==> config.mk <==
export PLATFORM = sky130hd
export DESIGN_NAME = text_mode_console_writer_core
export DESIGN_NICKNAME = d
export VERILOG_FILES = /design/src/sv/tmcw_pkg.sv /design/src/sv/tmcw_step.sv /design/src/sv/tmcw_emit.sv /design/src/sv/text_mode_console_writer_core.sv
export SDC_FILE = /design/constraint.sdc
export NUM_CORES = 1
export LEC_CHECK = 0
export BUFFER_PORTS_ARGS = -buffer_cell sky130_fd_sc_hd__buf_2
export CAP_MARGIN = 20
export CORE_MARGIN = 3
export CORE_UTILIZATION = 45
export DETAILED_ROUTE_END_ITERATION = 12
export MAX_ROUTING_LAYER = met4
export PLACE_DENSITY = 0.73
export SLEW_MARGIN = 10
export SYNTH_ARGS = -nofsm -noshare
export SYNTH_HDL_FRONTEND = slang
export SYNTH_SLANG_ARGS = --single-unit
==> constraint.sdc <==
create_clock -name clk_i -period 4.2 [get_ports clk_i]
set_input_delay 0.21 -clock clk_i [delete_from_list [all_inputs] [get_ports clk_i]]
set_output_delay 0.21 -clock clk_i [all_outputs]
set_load 0.02 [all_outputs]
==> src/sv/tmcw_pkg.sv <==
// ----------------------------------------------------------------------------
// tmcw_pkg
// Shared constants and types for the text-mode console writer.
// ----------------------------------------------------------------------------
package tmcw_pkg;

  localparam int unsigned COLUMNS   = 80;
  localparam int unsigned CELLS     = 2000;
  localparam int unsigned CELLS_MOD = CELLS % COLUMNS;

  localparam int unsigned POS_W = $clog2(CELLS + 1);
  localparam int unsigned COL_W = (COLUMNS > 1) ? $clog2(COLUMNS) : 1;

  localparam logic [7:0]  CODE_LF = 8'd10;
  localparam logic [7:0]  CODE_CR = 8'd13;

  localparam logic [3:0]  REG_CURSOR_LO = 4'hF;
  localparam logic [3:0]  REG_CURSOR_HI = 4'hE;
  localparam logic [3:0]  REG_NONE      = 4'h0;

  localparam logic        KIND_CELL   = 1'b0;
  localparam logic        KIND_CURSOR = 1'b1;

  localparam logic [31:0] BASE_RESET = 32'h000B_8000;

  typedef struct packed {
    logic [7:0] char_code;
    logic [7:0] color;
    logic       raw;
    logic       end_of_string;
  } item_t;

  // Work left over from one input item for the output sequencer.
  typedef struct packed {
    logic             cell_en;
    logic             cur_en;
    logic [31:0]      addr;
    logic [7:0]       ch;
    logic [7:0]       attr;
    logic [POS_W-1:0] pos;
  } cmd_t;

endpackage

==> src/sv/tmcw_step.sv <==
// ----------------------------------------------------------------------------
// tmcw_step
// Cursor state and per-character decode: position/column update and the
// cell write address.
// ----------------------------------------------------------------------------
module tmcw_step (
  input  logic            clk_i,
  input  logic            rst_ni,
  input  logic            adv_i,
  input  tmcw_pkg::item_t item_i,
  input  logic [31:0]     base_i,
  output tmcw_pkg::cmd_t  cmd_o
);
  import tmcw_pkg::*;

  logic [POS_W-1:0] pos_q, pos_d, pre_pos;
  logic [COL_W-1:0] col_q, col_d, pre_col;
  logic [POS_W:0]   lf_sum;
  logic             is_lf, is_cr, lf_sat, cell_en;

  always_comb begin
    is_lf   = !item_i.raw && (item_i.char_code == CODE_LF);
    is_cr   = !item_i.raw && (item_i.char_code == CODE_CR);
    lf_sum  = {1'b0, pos_q} + (POS_W+1)'(COLUMNS);
    lf_sat  = lf_sum > (POS_W+1)'(CELLS);
    pre_pos = pos_q;
    pre_col = col_q;
    if (is_lf) begin
      pre_pos = lf_sat ? POS_W'(CELLS) : lf_sum[POS_W-1:0];
      pre_col = lf_sat ? COL_W'(CELLS_MOD) : col_q;
    end else if (is_cr) begin
      pre_pos = pos_q - POS_W'(col_q);
      pre_col = '0;
    end
    cell_en = !is_lf && !is_cr && (pre_pos < POS_W'(CELLS));
    pos_d   = pre_pos;
    col_d   = pre_col;
    if (cell_en) begin
      pos_d = pre_pos + POS_W'(1);
      col_d = (pre_col == COL_W'(COLUMNS - 1)) ? '0 : pre_col + COL_W'(1);
    end
    cmd_o.cell_en = cell_en;
    cmd_o.cur_en  = item_i.raw || item_i.end_of_string;
    cmd_o.addr    = base_i + 32'({pre_pos, 1'b0});
    cmd_o.ch      = item_i.char_code;
    cmd_o.attr    = item_i.color;
    cmd_o.pos     = pos_d;
  end

  always_ff @(posedge clk_i or negedge rst_ni) begin
    if (!rst_ni) begin
      pos_q <= '0;
      col_q <= '0;
    end else if (adv_i) begin
      pos_q <= pos_d;
      col_q <= col_d;
    end
  end

endmodule

==> src/sv/tmcw_emit.sv <==
// ----------------------------------------------------------------------------
// tmcw_emit
// Result register and sequencer: sends the cell write and the two cursor
// register writes that one character needs as separate transfers.
// ----------------------------------------------------------------------------
module tmcw_emit (
  input  logic           clk_i,
  input  logic           rst_ni,
  input  logic           load_i,
  input  tmcw_pkg::cmd_t cmd_i,
  output logic           free_o,
  output logic           out_valid_o,
  input  logic           out_ready_i,
  output logic           kind_o,
  output logic [31:0]    mem_address_o,
  output logic [7:0]     char_out_o,
  output logic [7:0]     attr_out_o,
  output logic [3:0]     cursor_reg_o,
  output logic [7:0]     cursor_byte_o,
  output logic           last_o
);
  import tmcw_pkg::*;

  typedef enum logic [1:0] {
    PH_CELL,
    PH_LO,
    PH_HI
  } phase_e;

  phase_e      phase_q;
  logic        vld_q;
  cmd_t        cmd_q;
  logic        is_last;
  logic [15:0] pos16;

  assign pos16   = 16'(cmd_q.pos);
  assign is_last = (phase_q == PH_HI) || ((phase_q == PH_CELL) && !cmd_q.cur_en);
  assign free_o  = !vld_q || (out_ready_i && is_last);

  always_ff @(posedge clk_i or negedge rst_ni) begin
    if (!rst_ni) begin
      vld_q   <= 1'b0;
      phase_q <= PH_CELL;
    end else if (load_i) begin
      vld_q   <= cmd_i.cell_en || cmd_i.cur_en;
      phase_q <= cmd_i.cell_en ? PH_CELL : PH_LO;
    end else if (vld_q && out_ready_i) begin
      if (is_last) begin
        vld_q <= 1'b0;
      end else begin
        unique case (phase_q)
          PH_CELL: phase_q <= PH_LO;
          PH_LO:   phase_q <= PH_HI;
          default: phase_q <= PH_HI;
        endcase
      end
    end
  end

  always_ff @(posedge clk_i) begin
    if (load_i) begin
      cmd_q <= cmd_i;
    end
  end

  always_comb begin
    out_valid_o   = vld_q;
    last_o        = is_last;
    kind_o        = KIND_CURSOR;
    mem_address_o = '0;
    char_out_o    = '0;
    attr_out_o    = '0;
    cursor_reg_o  = REG_NONE;
    cursor_byte_o = '0;
    unique case (phase_q)
      PH_CELL: begin
        kind_o        = KIND_CELL;
        mem_address_o = cmd_q.addr;
        char_out_o    = cmd_q.ch;
        attr_out_o    = cmd_q.attr;
      end
      PH_LO: begin
        cursor_reg_o  = REG_CURSOR_LO;
        cursor_byte_o = pos16[7:0];
      end
      PH_HI: begin
        cursor_reg_o  = REG_CURSOR_HI;
        cursor_byte_o = pos16[15:8];
      end
      default: begin
        cursor_reg_o  = REG_NONE;
      end
    endcase
  end

endmodule

==> src/sv/text_mode_console_writer_core.sv <==
// ----------------------------------------------------------------------------
// text_mode_console_writer_core
// Teletype-style writer for a text-mode character buffer.
//
// Input channel (in_valid_i/in_ready_o): one character per transfer with its
// attribute, raw flag and end-of-string mark. Output channel
// (out_valid_o/out_ready_i): one buffer cell write or cursor register write
// per transfer; last_o marks the final result of a character.
// Characters land in an input register, are decoded against the cursor
// state and handed to the result register, which sends the first result.
// Back-to-back characters with one cell write flow at one per cycle while
// out_ready_i stays high; a character that also updates the cursor holds the
// output until the sequencer has sent its cursor low and high byte writes.
// Non-raw line feed or carriage return with no end mark gives no output.
// When the receiver stalls, the current result holds and the input register
// fills, then in_ready_o drops. Reset puts the cursor at cell 0 and the
// buffer base at 0xB8000; cfg_we_i writes the base, and the user must assert
// it only while the block is idle, as the block itself does not enforce this.
// ----------------------------------------------------------------------------
module text_mode_console_writer_core (
  input  logic        clk_i,
  input  logic        rst_ni,
  input  logic        cfg_we_i,
  input  logic [31:0] cfg_wdata_i,
  input  logic        in_valid_i,
  output logic        in_ready_o,
  input  logic [7:0]  char_code_i,
  input  logic [7:0]  color_i,
  input  logic        raw_i,
  input  logic        end_of_string_i,
  output logic        out_valid_o,
  input  logic        out_ready_i,
  output logic        kind_o,
  output logic [31:0] mem_address_o,
  output logic [7:0]  char_out_o,
  output logic [7:0]  attr_out_o,
  output logic [3:0]  cursor_reg_o,
  output logic [7:0]  cursor_byte_o,
  output logic        last_o
);
  import tmcw_pkg::*;

  logic        in_vld_q;
  item_t       item_q;
  logic [31:0] base_q;
  logic        free, adv;
  cmd_t        cmd;

  assign adv        = in_vld_q && free;
  assign in_ready_o = !in_vld_q || free;

  always_ff @(posedge clk_i or negedge rst_ni) begin
    if (!rst_ni) begin
      in_vld_q <= 1'b0;
      base_q   <= BASE_RESET;
    end else begin
      if (in_valid_i && in_ready_o) begin
        in_vld_q <= 1'b1;
      end else if (adv) begin
        in_vld_q <= 1'b0;
      end
      if (cfg_we_i) begin
        base_q <= cfg_wdata_i;
      end
    end
  end

  always_ff @(posedge clk_i) begin
    if (in_valid_i && in_ready_o) begin
      item_q <= '{char_code: char_code_i, color: color_i, raw: raw_i,
                  end_of_string: end_of_string_i};
    end
  end

  tmcw_step u_step (
    .clk_i  (clk_i),
    .rst_ni (rst_ni),
    .adv_i  (adv),
    .item_i (item_q),
    .base_i (base_q),
    .cmd_o  (cmd)
  );

  tmcw_emit u_emit (
    .clk_i         (clk_i),
    .rst_ni        (rst_ni),
    .load_i        (adv),
    .cmd_i         (cmd),
    .free_o        (free),
    .out_valid_o   (out_valid_o),
    .out_ready_i   (out_ready_i),
    .kind_o        (kind_o),
    .mem_address_o (mem_address_o),
    .char_out_o    (char_out_o),
    .attr_out_o    (attr_out_o),
    .cursor_reg_o  (cursor_reg_o),
    .cursor_byte_o (cursor_byte_o),
    .last_o        (last_o)
  );

  a_hi_is_last : assert property (@(posedge clk_i) disable iff (!rst_ni)
    (out_valid_o && cursor_reg_o == REG_CURSOR_HI) |-> last_o)
    else $error("cursor high byte not marked last");

  a_lo_then_hi : assert property (@(posedge clk_i) disable iff (!rst_ni)
    (out_valid_o && out_ready_i && cursor_reg_o == REG_CURSOR_LO) |=>
    (out_valid_o && cursor_reg_o == REG_CURSOR_HI))
    else $error("cursor low byte not followed by high byte");

  a_cell_clean : assert property (@(posedge clk_i) disable iff (!rst_ni)
    (out_valid_o && kind_o == KIND_CELL) |->
    (cursor_reg_o == REG_NONE && cursor_byte_o == 8'd0))
    else $error("cell write carries cursor fields");

  a_stall_holds_input : assert property (@(posedge clk_i) disable iff (!rst_ni)
    !in_ready_o |-> (in_vld_q && out_valid_o))
    else $error("input stalled without pending work");

endmodule
# Word level (Yosys, flattened, before mapping)
# Cells that the tools add are included.
op_classes:
  n_eq_ne: 6
  magnitude_cmp: 2
  mux: 25
  n_reduce_logical: 26
  n_addsub: 5
op_table:
  columns: ["op", "n"]
  rows:
  - ["two-way mux 11 bit", 4]
  - ["two-way mux 7 bit", 5]
  - ["adder 32 x 12 -> 32 bit", 1]
  - ["two-way mux 32 bit", 1]
  - ["== test 8 x 4 -> 1 bit, second input constant", 2]
  - ["two-way mux 8 bit", 2]
  - ["case mux 8 bit (2 select lines)", 1]
  - ["adder 11 x 7 -> 12 bit, second input constant", 1]
  - ["greater-than comparator 12 x 11 -> 1 bit, second input constant", 1]
  - ["adder 11 x 1 -> 11 bit, second input constant", 1]
  - ["< comparator 11 bit, second input constant", 1]
  - ["subtractor 11 x 7 -> 11 bit", 1]
  - ["logical AND 1 bit", 9]
  - ["two-way mux 2 bit", 4]
  - ["case mux 4 bit (2 select lines)", 1]
  - ["adder 7 x 1 -> 7 bit, second input constant", 1]
  - ["== test 7 bit, second input constant", 1]
  - ["two-way mux 1 bit", 7]
  - ["logical NOT 1 bit", 6]
  - ["nonzero test 2 bit", 3]
  - ["logical OR 1 bit", 5]
  - ["AND reduction 2 bit", 2]
  - ["== test 2 x 1 -> 1 bit, second input constant", 1]
  - ["== test 2 bit, second input constant", 1]
  - ["other kinds (2)", 2]
word_totals:
  in_bits: 55
  output_inout_bits: 64
  ff_bits: 132
  elab_cells: 79

# Depth between registers and ports, before layout
# Gate-level depths: netlist of the first run.
depth:
  word_depth: 8
  mapped_depth: 20
  mapped_depth_nobuf: 20

# Modules after synthesis
# From an unflattened synthesis of the first run, not the netlist that was laid out.
hier_totals:
  hier_cells: 624
  hier_area_um2: 7532.2
by_module_without_submodules:
  columns: ["mod", "seq_area_each_um2", "area_per_inst_um2", "instances", "cells_each"]
  rows:
  - ["tmcw_step", 450.4, 3133.0, 1, 382]
  - ["tmcw_emit", 1876.8, 2458.6, 1, 151]
  - ["text_mode_console_writer_core", 1371.3, 1940.6, 1, 91]

# Worst setup path after synthesis of the first run
# No wires, ideal clock.
synth_timing:
  path_kind: "reg-to-reg"
  start: "reg u_step.pos_q[4]"
  end: "reg u_emit.cmd_q[58] (netlist name) (data pin)"
  arrival_ps: 3941
  period_less_slack_ps: 4198
  t_required_ps: 3942
  stages_incl_launch_ff: 20
  setup_ps: 258
  path_slack_ps: 2
  n_path_buf: 0
  path_cell_list: "dfrtp_1 > ha_1 > o21ai_0 > xnor2_1 > nand4_1 > a21oi_1 > or2_2 > inv_1 > ha_1 > inv_1 > fa_1 > nor2b_1 > o21ai_0 > a21boi_0 > o21ai_0 > a211oi_1 > o31ai_1 > a211oi_1 > nand4_1 > xnor2_1"
synth_lines:
  columns: ["item", "line", "text"]
  rows:
  - ["start: declaration", "tmcw_step.sv:16", "logic [POS_W-1:0] pos_q, pos_d, pre_pos;"]
  - ["start signal: assignment", "tmcw_step.sv:55", "pos_q <= pos_d;"]
  - ["end signal: assignment", "tmcw_emit.sv:62", "cmd_q <= cmd_i;"]
  - ["end: declaration", "tmcw_emit.sv:32", "cmd_t cmd_q;"]

==> results of run 1 <==
cells by family after synthesis:
kind of cell	synth area share [%]
AOI/OAI and AO/OA	9.601
and+or+nand+nor	16.74
buffers and inverters	3.253
adders and majority gates	5.339
xor gates and xnor gates	5.569
muxes	7.231
DFF	52.26
worst max-delay path: stages (launching register included):
cell      delay, ns
dfrtp_1        0.40
inv_1          0.12
ha_1           0.19
inv_1          0.06
fa_2           0.37
a211oi_2       0.25
o21bai_1       0.12
a211oi_1       0.29
o21ai_0        0.16
o311ai_2       0.11
inv_1          0.13
ha_1           0.38
nand3_1        0.09
a211o_1        0.26
a31oi_2        0.21
and2_1         0.19
nor2b_4        0.19
nand4_1        0.13
xnor2_1        0.14
power breakdown:
group | internal (mW) | switching [mW]
Combinational | 1.19 | 1.72
Clock | 1.11 | 0.555
Sequential | 1.80 | 0.192
Total | 4.10 | 2.47
state kept, by name (all words and copies together) (netlist names):
| name | flops |
|---|---|
| u_emit.cmd_q | 60 |
| base_q | 32 |
| item_q | 18 |
| u_step.pos_q | 11 |
| u_step.col_q | 7 |
| u_emit.phase_q | 2 |
| in_vld_q | 1 |
| u_emit.out_valid_o | 1 |
layer usage:
| metal | vias to the layer above | track usage [%] |
|---|---|---|
| li1 | 2545 | - |
| met1 | 2664 | 24.60 |
| met2 | 214 | 35.93 |
| met3 | 36 | 5.092 |
| met4 | 0 | 6.768 |
| met5 | - | - |
cell type report:
cell class	count	area, µm²
clock buffer	19	432.9
timing repair buffer	179	1099
inverter	30	112.6
fill	1207	6172
clock inverter	13	229.0
sequential	132	3700
multi-input combinational	419	3306
tap	211	264.0
per-stage QoR:
stage / worst slack [ns] / total power [mW] / instance area (µm²) / instances / hold slack [ns]
detailed placement: -0.1781 / 4.709 / 8099 / 948 / 0.3883
global route: -0.07201 / 6.912 / 9143 / 1003 / 0.01436
CTS: 0.007784 / 6.443 / 9002 / 1001 / 0.006613
finish: 0.1329 / 6.572 / 9143 / 1003 / 0.02142
floorplan: 0.001781 / 3.850 / 7077 / 603 / -0.08559
global placement: -0.03956 / 4.628 / 8099 / 948 / 0.3876
Yosys cell counts, types with 5 or more instances:
cell type	count	share of area, %
or2_2	5	0.44
a211oi_1	10	1.1
nand3_1	21	1.5
mux2_2	37	5.9
dfrtp_1	50	18
nor2_1	24	1.3
and2_1	59	5.2
ha_1	27	4.8
nor3_1	13	0.92
mux2i_1	5	0.71
nand2_1	31	1.6
a21oi_1	17	1.2
xnor2_1	38	4.7
xor2_1	7	0.87
inv_1	30	1.6
edfxtp_1	78	33
and3_1	6	0.53
nand4_1	10	0.88
o21ai_0	13	0.92
nor2b_1	8	0.71
clkbuf_1	13	0.69
nand2b_1	6	0.53
what timing repair did:
action	in CTS	in global routing
buffers inserted	1	2
hold buffers	20	0
pin swaps	2	6
cloned	0	0
hold endpoints to repair	69	0
resized for setup	10	27
setup endpoints to repair	10	21
how the worst max path moves through the flow:
stage                                startpoint                         end  slack, ns  cells past startpoint
finish              u_step.pos_q[0]$_DFFE_PN0P_  u_emit.cmd_q[53]$_DFFE_PP_       0.13                     18
detailed placement  u_step.pos_q[5]$_DFFE_PN0P_  u_emit.cmd_q[58]$_DFFE_PP_      -0.18                     21
CTS                 u_step.pos_q[0]$_DFFE_PN0P_  u_emit.cmd_q[53]$_DFFE_PP_      0.008                     17
floorplan           u_step.pos_q[4]$_DFFE_PN0P_  u_emit.cmd_q[58]$_DFFE_PP_      0.002                     19
global placement    u_step.pos_q[0]$_DFFE_PN0P_  u_emit.cmd_q[53]$_DFFE_PP_      -0.04                     17
global route        u_step.pos_q[0]$_DFFE_PN0P_  u_emit.cmd_q[50]$_DFFE_PP_      -0.07                     18
==> flow_metrics.py, run 1 <==
metrics = {
    "logic_synthesis": {
        "synthesis.instances": 603,
        "synth_cell_types": 71,
        "syn_area_um2": 7077,
        "ys_seq_elements": 132,
        "synth_fp_nets": 687,
        "yosysSeqAreaShare_pct": 52.26,
        "avgSynthCellArea_um2": 11.74,
        "synthArstFlopShare_pct": 40.91,
        "yosysWarnings": 0,
        "synth_edf_count": 78,
        "synth_ff_type": "edfxtp_1",
    },
    "finish": {
        "final_common_cell": "buf_2",
        "syn2layout_area_growth_pct": 29.19,
        "drive_gt1_share_pct": 35.98,
        "nets": 863,
        "final_core_util_pct": 59.70,
        "antenna_cells": 0,
        "final_cell_mix": "buf_2, edfxtp_1, and2_1",
    },
    "pwr": {
        "p_leak_nw": 3.795,
        "peakVddDrop_uv": 384.0,
        "p_per_area_nw_per_um2": 718.8,
    },
    "place": {
        "portBuffers": 118,
        "dp_hpwl_um": 12270,
        "gp_congestion": 0.9381,
    },
    "routing": {
        "drcViolationCount": 0,
        "antenna_left": 0,
        "routed-wl-met3_um": 1034,
        "top_layer": "met4",
        "routed_via_density": 5.443,
        "wl_per_cell_um": 17.58,
        "wl_met2_um": 9068,
        "drtIter0Drc": 466,
        "drt-total-wl_um": 17630,
        "vias": 5459,
        "met1_length_um": 7177,
        "dr.pass1.iters": 7,
    },
    "floorplanning": {
        "start_util_pct": 46.21,
        "core_area_um2": 15310,
        "io_pins": 119,
        "fp.dieW_um": 131.4,
        "rows": 45,
        "fp.dieArea_um2": 17270,
        "die_h_um": 131.4,
    },
    "global_routing": {
        "antenna_found_initial": 0,
        "overflow": 0,
        "grt_max_degree": 55,
        "first_global_vias": 5427,
        "grt_pass1_wl_um": 28320,
        "grt_use_total_pct": 21.05,
    },
    "worst_setup_path": {
        "r2r_slack_ns": 0.13,
        "cp.required_ns": 4.37,
        "cp-end-kind": "flip-flop",
        "crit_fanout": 4,
        "reg2regPathDepth": 18,
        "worstPathArrival_ns": 4.24,
        "cp-start-kind": "flip-flop",
        "r2r-end": "u_emit.cmd_q[53]$_DFFE_PP_",
        "reg2reg_from": "u_step.pos_q[0]$_DFFE_PN0P_",
        "critPathKind": "flip-flop to flip-flop",
    },
    "worst_hold_path": {
        "hold_class": "primary input to flip-flop",
        "min_to": "base_q[5]$_DFFE_PN0P_",
        "hold_depth": 2,
        "worstHoldStart": "cfg_wdata_i[5]",
    },
    "clock_tree": {
        "clk_latency_ns": 0.42,
        "cts_buffers": 17,
        "clk_path_buf_depth": 2,
        "clock_sinks": 132,
        "htreeDepth": 4,
        "cts_tree": "built",
        "ctsRootBufferMaster": "clkbuf_16",
        "clk_pin_slew_worst_paths_ns": 0.06,
    },
    "timing": {
        "period_minus_slack_ns": 4.067,
        "hold_viol": 0,
        "tightest_slew_ns": 0.9256,
        "slew_viol_final": 0,
        "clock_skew_ns": 0.008545,
        "totalNegativeSetupSlack_ns": 0,
        "rsz0062_at_grt": "yes",
        "timing.final.crit_share_pct": 96.84,
        "relSlewSlack_pct": 37.72,
        "setup_viol_count_final": 0,
        "clock.fmax_ghz": 0.2459,
    },
    "job": {
        "drv_cap": 0,
    },
    "status": {
        "status": "completed",
    },
}
No activity file was read; power rests on OpenSTA's default activity.
==> inputs of run 2 (changes only) <==
--- a/config.mk
+++ b/config.mk
@@ -10,7 +10,6 @@
 export CORE_MARGIN = 3
 export CORE_UTILIZATION = 45
 export DETAILED_ROUTE_END_ITERATION = 12
-export MAX_ROUTING_LAYER = met4
 export PLACE_DENSITY = 0.73
 export SLEW_MARGIN = 10
 export SYNTH_ARGS = -nofsm -noshare
==> flow_metrics.py, run 2 (synthesized netlist as in run 1, its figures left out) <==
metrics = {
    "clock_tree": {
        "clock_sinks": 132,
        "clk_pin_slew_worst_paths_ns": 0.06,
        "ctsRootBufferMaster": "clkbuf_16",
        "clk_latency_ns": 0.41,
        "htreeDepth": 4,
        "cts_buffers": 17,
        "cts_tree": "built",
        "clk_path_buf_depth": 2,
    },
    "worst_setup_path": {
        "cp.required_ns": 4.36,
        "reg2reg_from": "u_step.pos_q[0]$_DFFE_PN0P_",
        "cp_num_buf_inv": 3,
        "r2r_slack_ns": 0.18,
        "crit_chain": "inv_1 > ha_1 > inv_1 > fa_1 > a211oi_2 > o21bai_1 > a211oi_1 > o21ai_1 > o311ai_2 > inv_1 > ha_4 > nand3_1 > a211o_1 > a31oi_4 > and2_1 > nor2b_4 > nand4_1 > xnor2_1",
        "cp_common_cell": "inv_1",
        "crit_start": "u_step.pos_q[0]$_DFFE_PN0P_",
        "worstPathArrival_ns": 4.18,
        "crit_fanout": 4,
        "cp_slowest_cell": "fa_1",
        "crit_family": "compound AO/OA/AOI/OAI gates",
        "critPathKind": "flip-flop to flip-flop",
        "cp-end-kind": "flip-flop",
        "cpPeakStageDelay_ns": 0.43,
        "cp-start-kind": "flip-flop",
    },
    "global_routing": {
        "grt_max_degree": 55,
        "first_global_vias": 5322,
        "antenna_found_initial": 0,
        "overflow": 0,
        "grt_use_total_pct": 19.04,
        "grt_pass1_wl_um": 26450,
    },
    "timing": {
        "setup_viol_count_final": 0,
        "slew_viol_final": 0,
        "period_minus_slack_ns": 4.021,
        "setup_ws_ns": 0.1785,
        "hold_viol": 0,
        "timing.final.crit_share_pct": 95.75,
        "clock.fmax_ghz": 0.2487,
        "relSlewSlack_pct": 40.89,
        "clock_skew_ns": 0.007224,
        "tightest_slew_ns": 0.8785,
        "totalNegativeSetupSlack_ns": 0,
    },
    "finish": {
        "nets": 862,
        "final_cell_mix": "buf_2, edfxtp_1, and2_1",
        "final_common_cell": "buf_2",
        "largest-register": "u_emit.cmd_q",
        "syn2layout_area_growth_pct": 27.85,
        "reg_top3": "u_emit.cmd_q (60), base_q (32), item_q (18)",
        "drive_gt1_share_pct": 35.44,
        "antenna_cells": 0,
        "largest_reg_flops": 60,
        "nFillCells": 1251,
    },
    "routing": {
        "antenna_left": 0,
        "wl_per_cell_um": 16.44,
        "drcViolationCount": 0,
        "routed_via_density": 5.272,
        "drtIter0Drc": 357,
        "dr.pass1.iters": 5,
        "drt-total-wl_um": 16460,
        "vias": 5277,
    },
    "place": {
        "dp_hpwl_um": 11890,
        "portBuffers": 118,
        "preCtsSetupSlack_ns": -0.1222,
        "gp_congestion": 0.8925,
    },
    "pwr": {
        "p_per_area_nw_per_um2": 695.5,
        "p_total_mw": 6.292,
        "peakVddDrop_uv": 373.8,
        "p_leak_nw": 3.765,
    },
    "floorplanning": {
        "core_area_um2": 15310,
        "die_h_um": 131.4,
        "fp.dieW_um": 131.4,
        "start_util_pct": 46.21,
        "fp.dieArea_um2": 17270,
        "io_pins": 119,
        "rows": 45,
    },
    "job": {
        "drv_cap": 0,
    },
    "worst_hold_path": {
        "worstHoldStart": "cfg_wdata_i[20]",
        "hold_class": "primary input to flip-flop",
    },
    "status": {
        "status": "completed",
    },
}
run 2: layout make-up:
type                    instances  area, µm²  area share [%]
well taps                     211      264.0           2.918
clock buffers                  17      425.4           4.702
inverters                      30      112.6           1.245
flip-flops and latches        132       3699           40.88
multi-input cells             419       3294           36.41
clock inverters                14      161.4           1.784
repair buffers                178       1091           12.06
run 2: final timing paths:
kind | to | cells past startpoint
min | base_q[20]$_DFFE_PN0P_ | 2
max | u_emit.cmd_q[53]$_DFFE_PP_ | 18
min in group asynchronous | base_q[10]$_DFFE_PN0P_ | 3
max reg2reg | u_emit.cmd_q[53]$_DFFE_PP_ | 18
min reg2reg | u_emit.cmd_q[12]$_DFFE_PP_ | 0
max in group asynchronous | u_step.col_q[4]$_DFFE_PN0P_ | 3
run 2: stage by stage:
stage	utilization, %	area [µm²]	hold slack, ns	cells
finish	59.08	9047	0.02381	1001
global route	59.08	9047	0.01812	1001
CTS	58.24	8919	0.008813	1000
detailed placement	52.93	8107	0.3885	949
global placement	52.93	8107	0.3878	949
floorplan	-	7077	-0.08559	603
run 2: routing by layer:
| layer | vias up | GRT usage (%) | part of all wire, % |
|---|---|---|---|
| li1 | 2545 | - | - |
| met1 | 2540 | 23.61 | 43 |
| met2 | 167 | 32.21 | 50 |
| met3 | 25 | 4.939 | 5.6 |
| met4 | 0 | 6.884 | 2.0 |
| met5 | - | 0 | 0 |
run 2: what timing repair did:
| action | 4_1_cts | 5_1_grt |
|---|---|---|
| hold endpoints to repair | 69 | 0 |
| setup endpoints to repair | 8 | 18 |
| resized for setup | 6 | 26 |
| setup buffers | 0 | 1 |
| hold buffers | 20 | 0 |
| pin swaps | 0 | 7 |
run 2: power by group:
group	total [mW]	internal (mW)	leakage, nW	switching (mW)
clock network	1.46	0.925	0.290	0.534
registers	1.97	1.80	1.36	0.176
logic	2.86	1.20	2.12	1.66
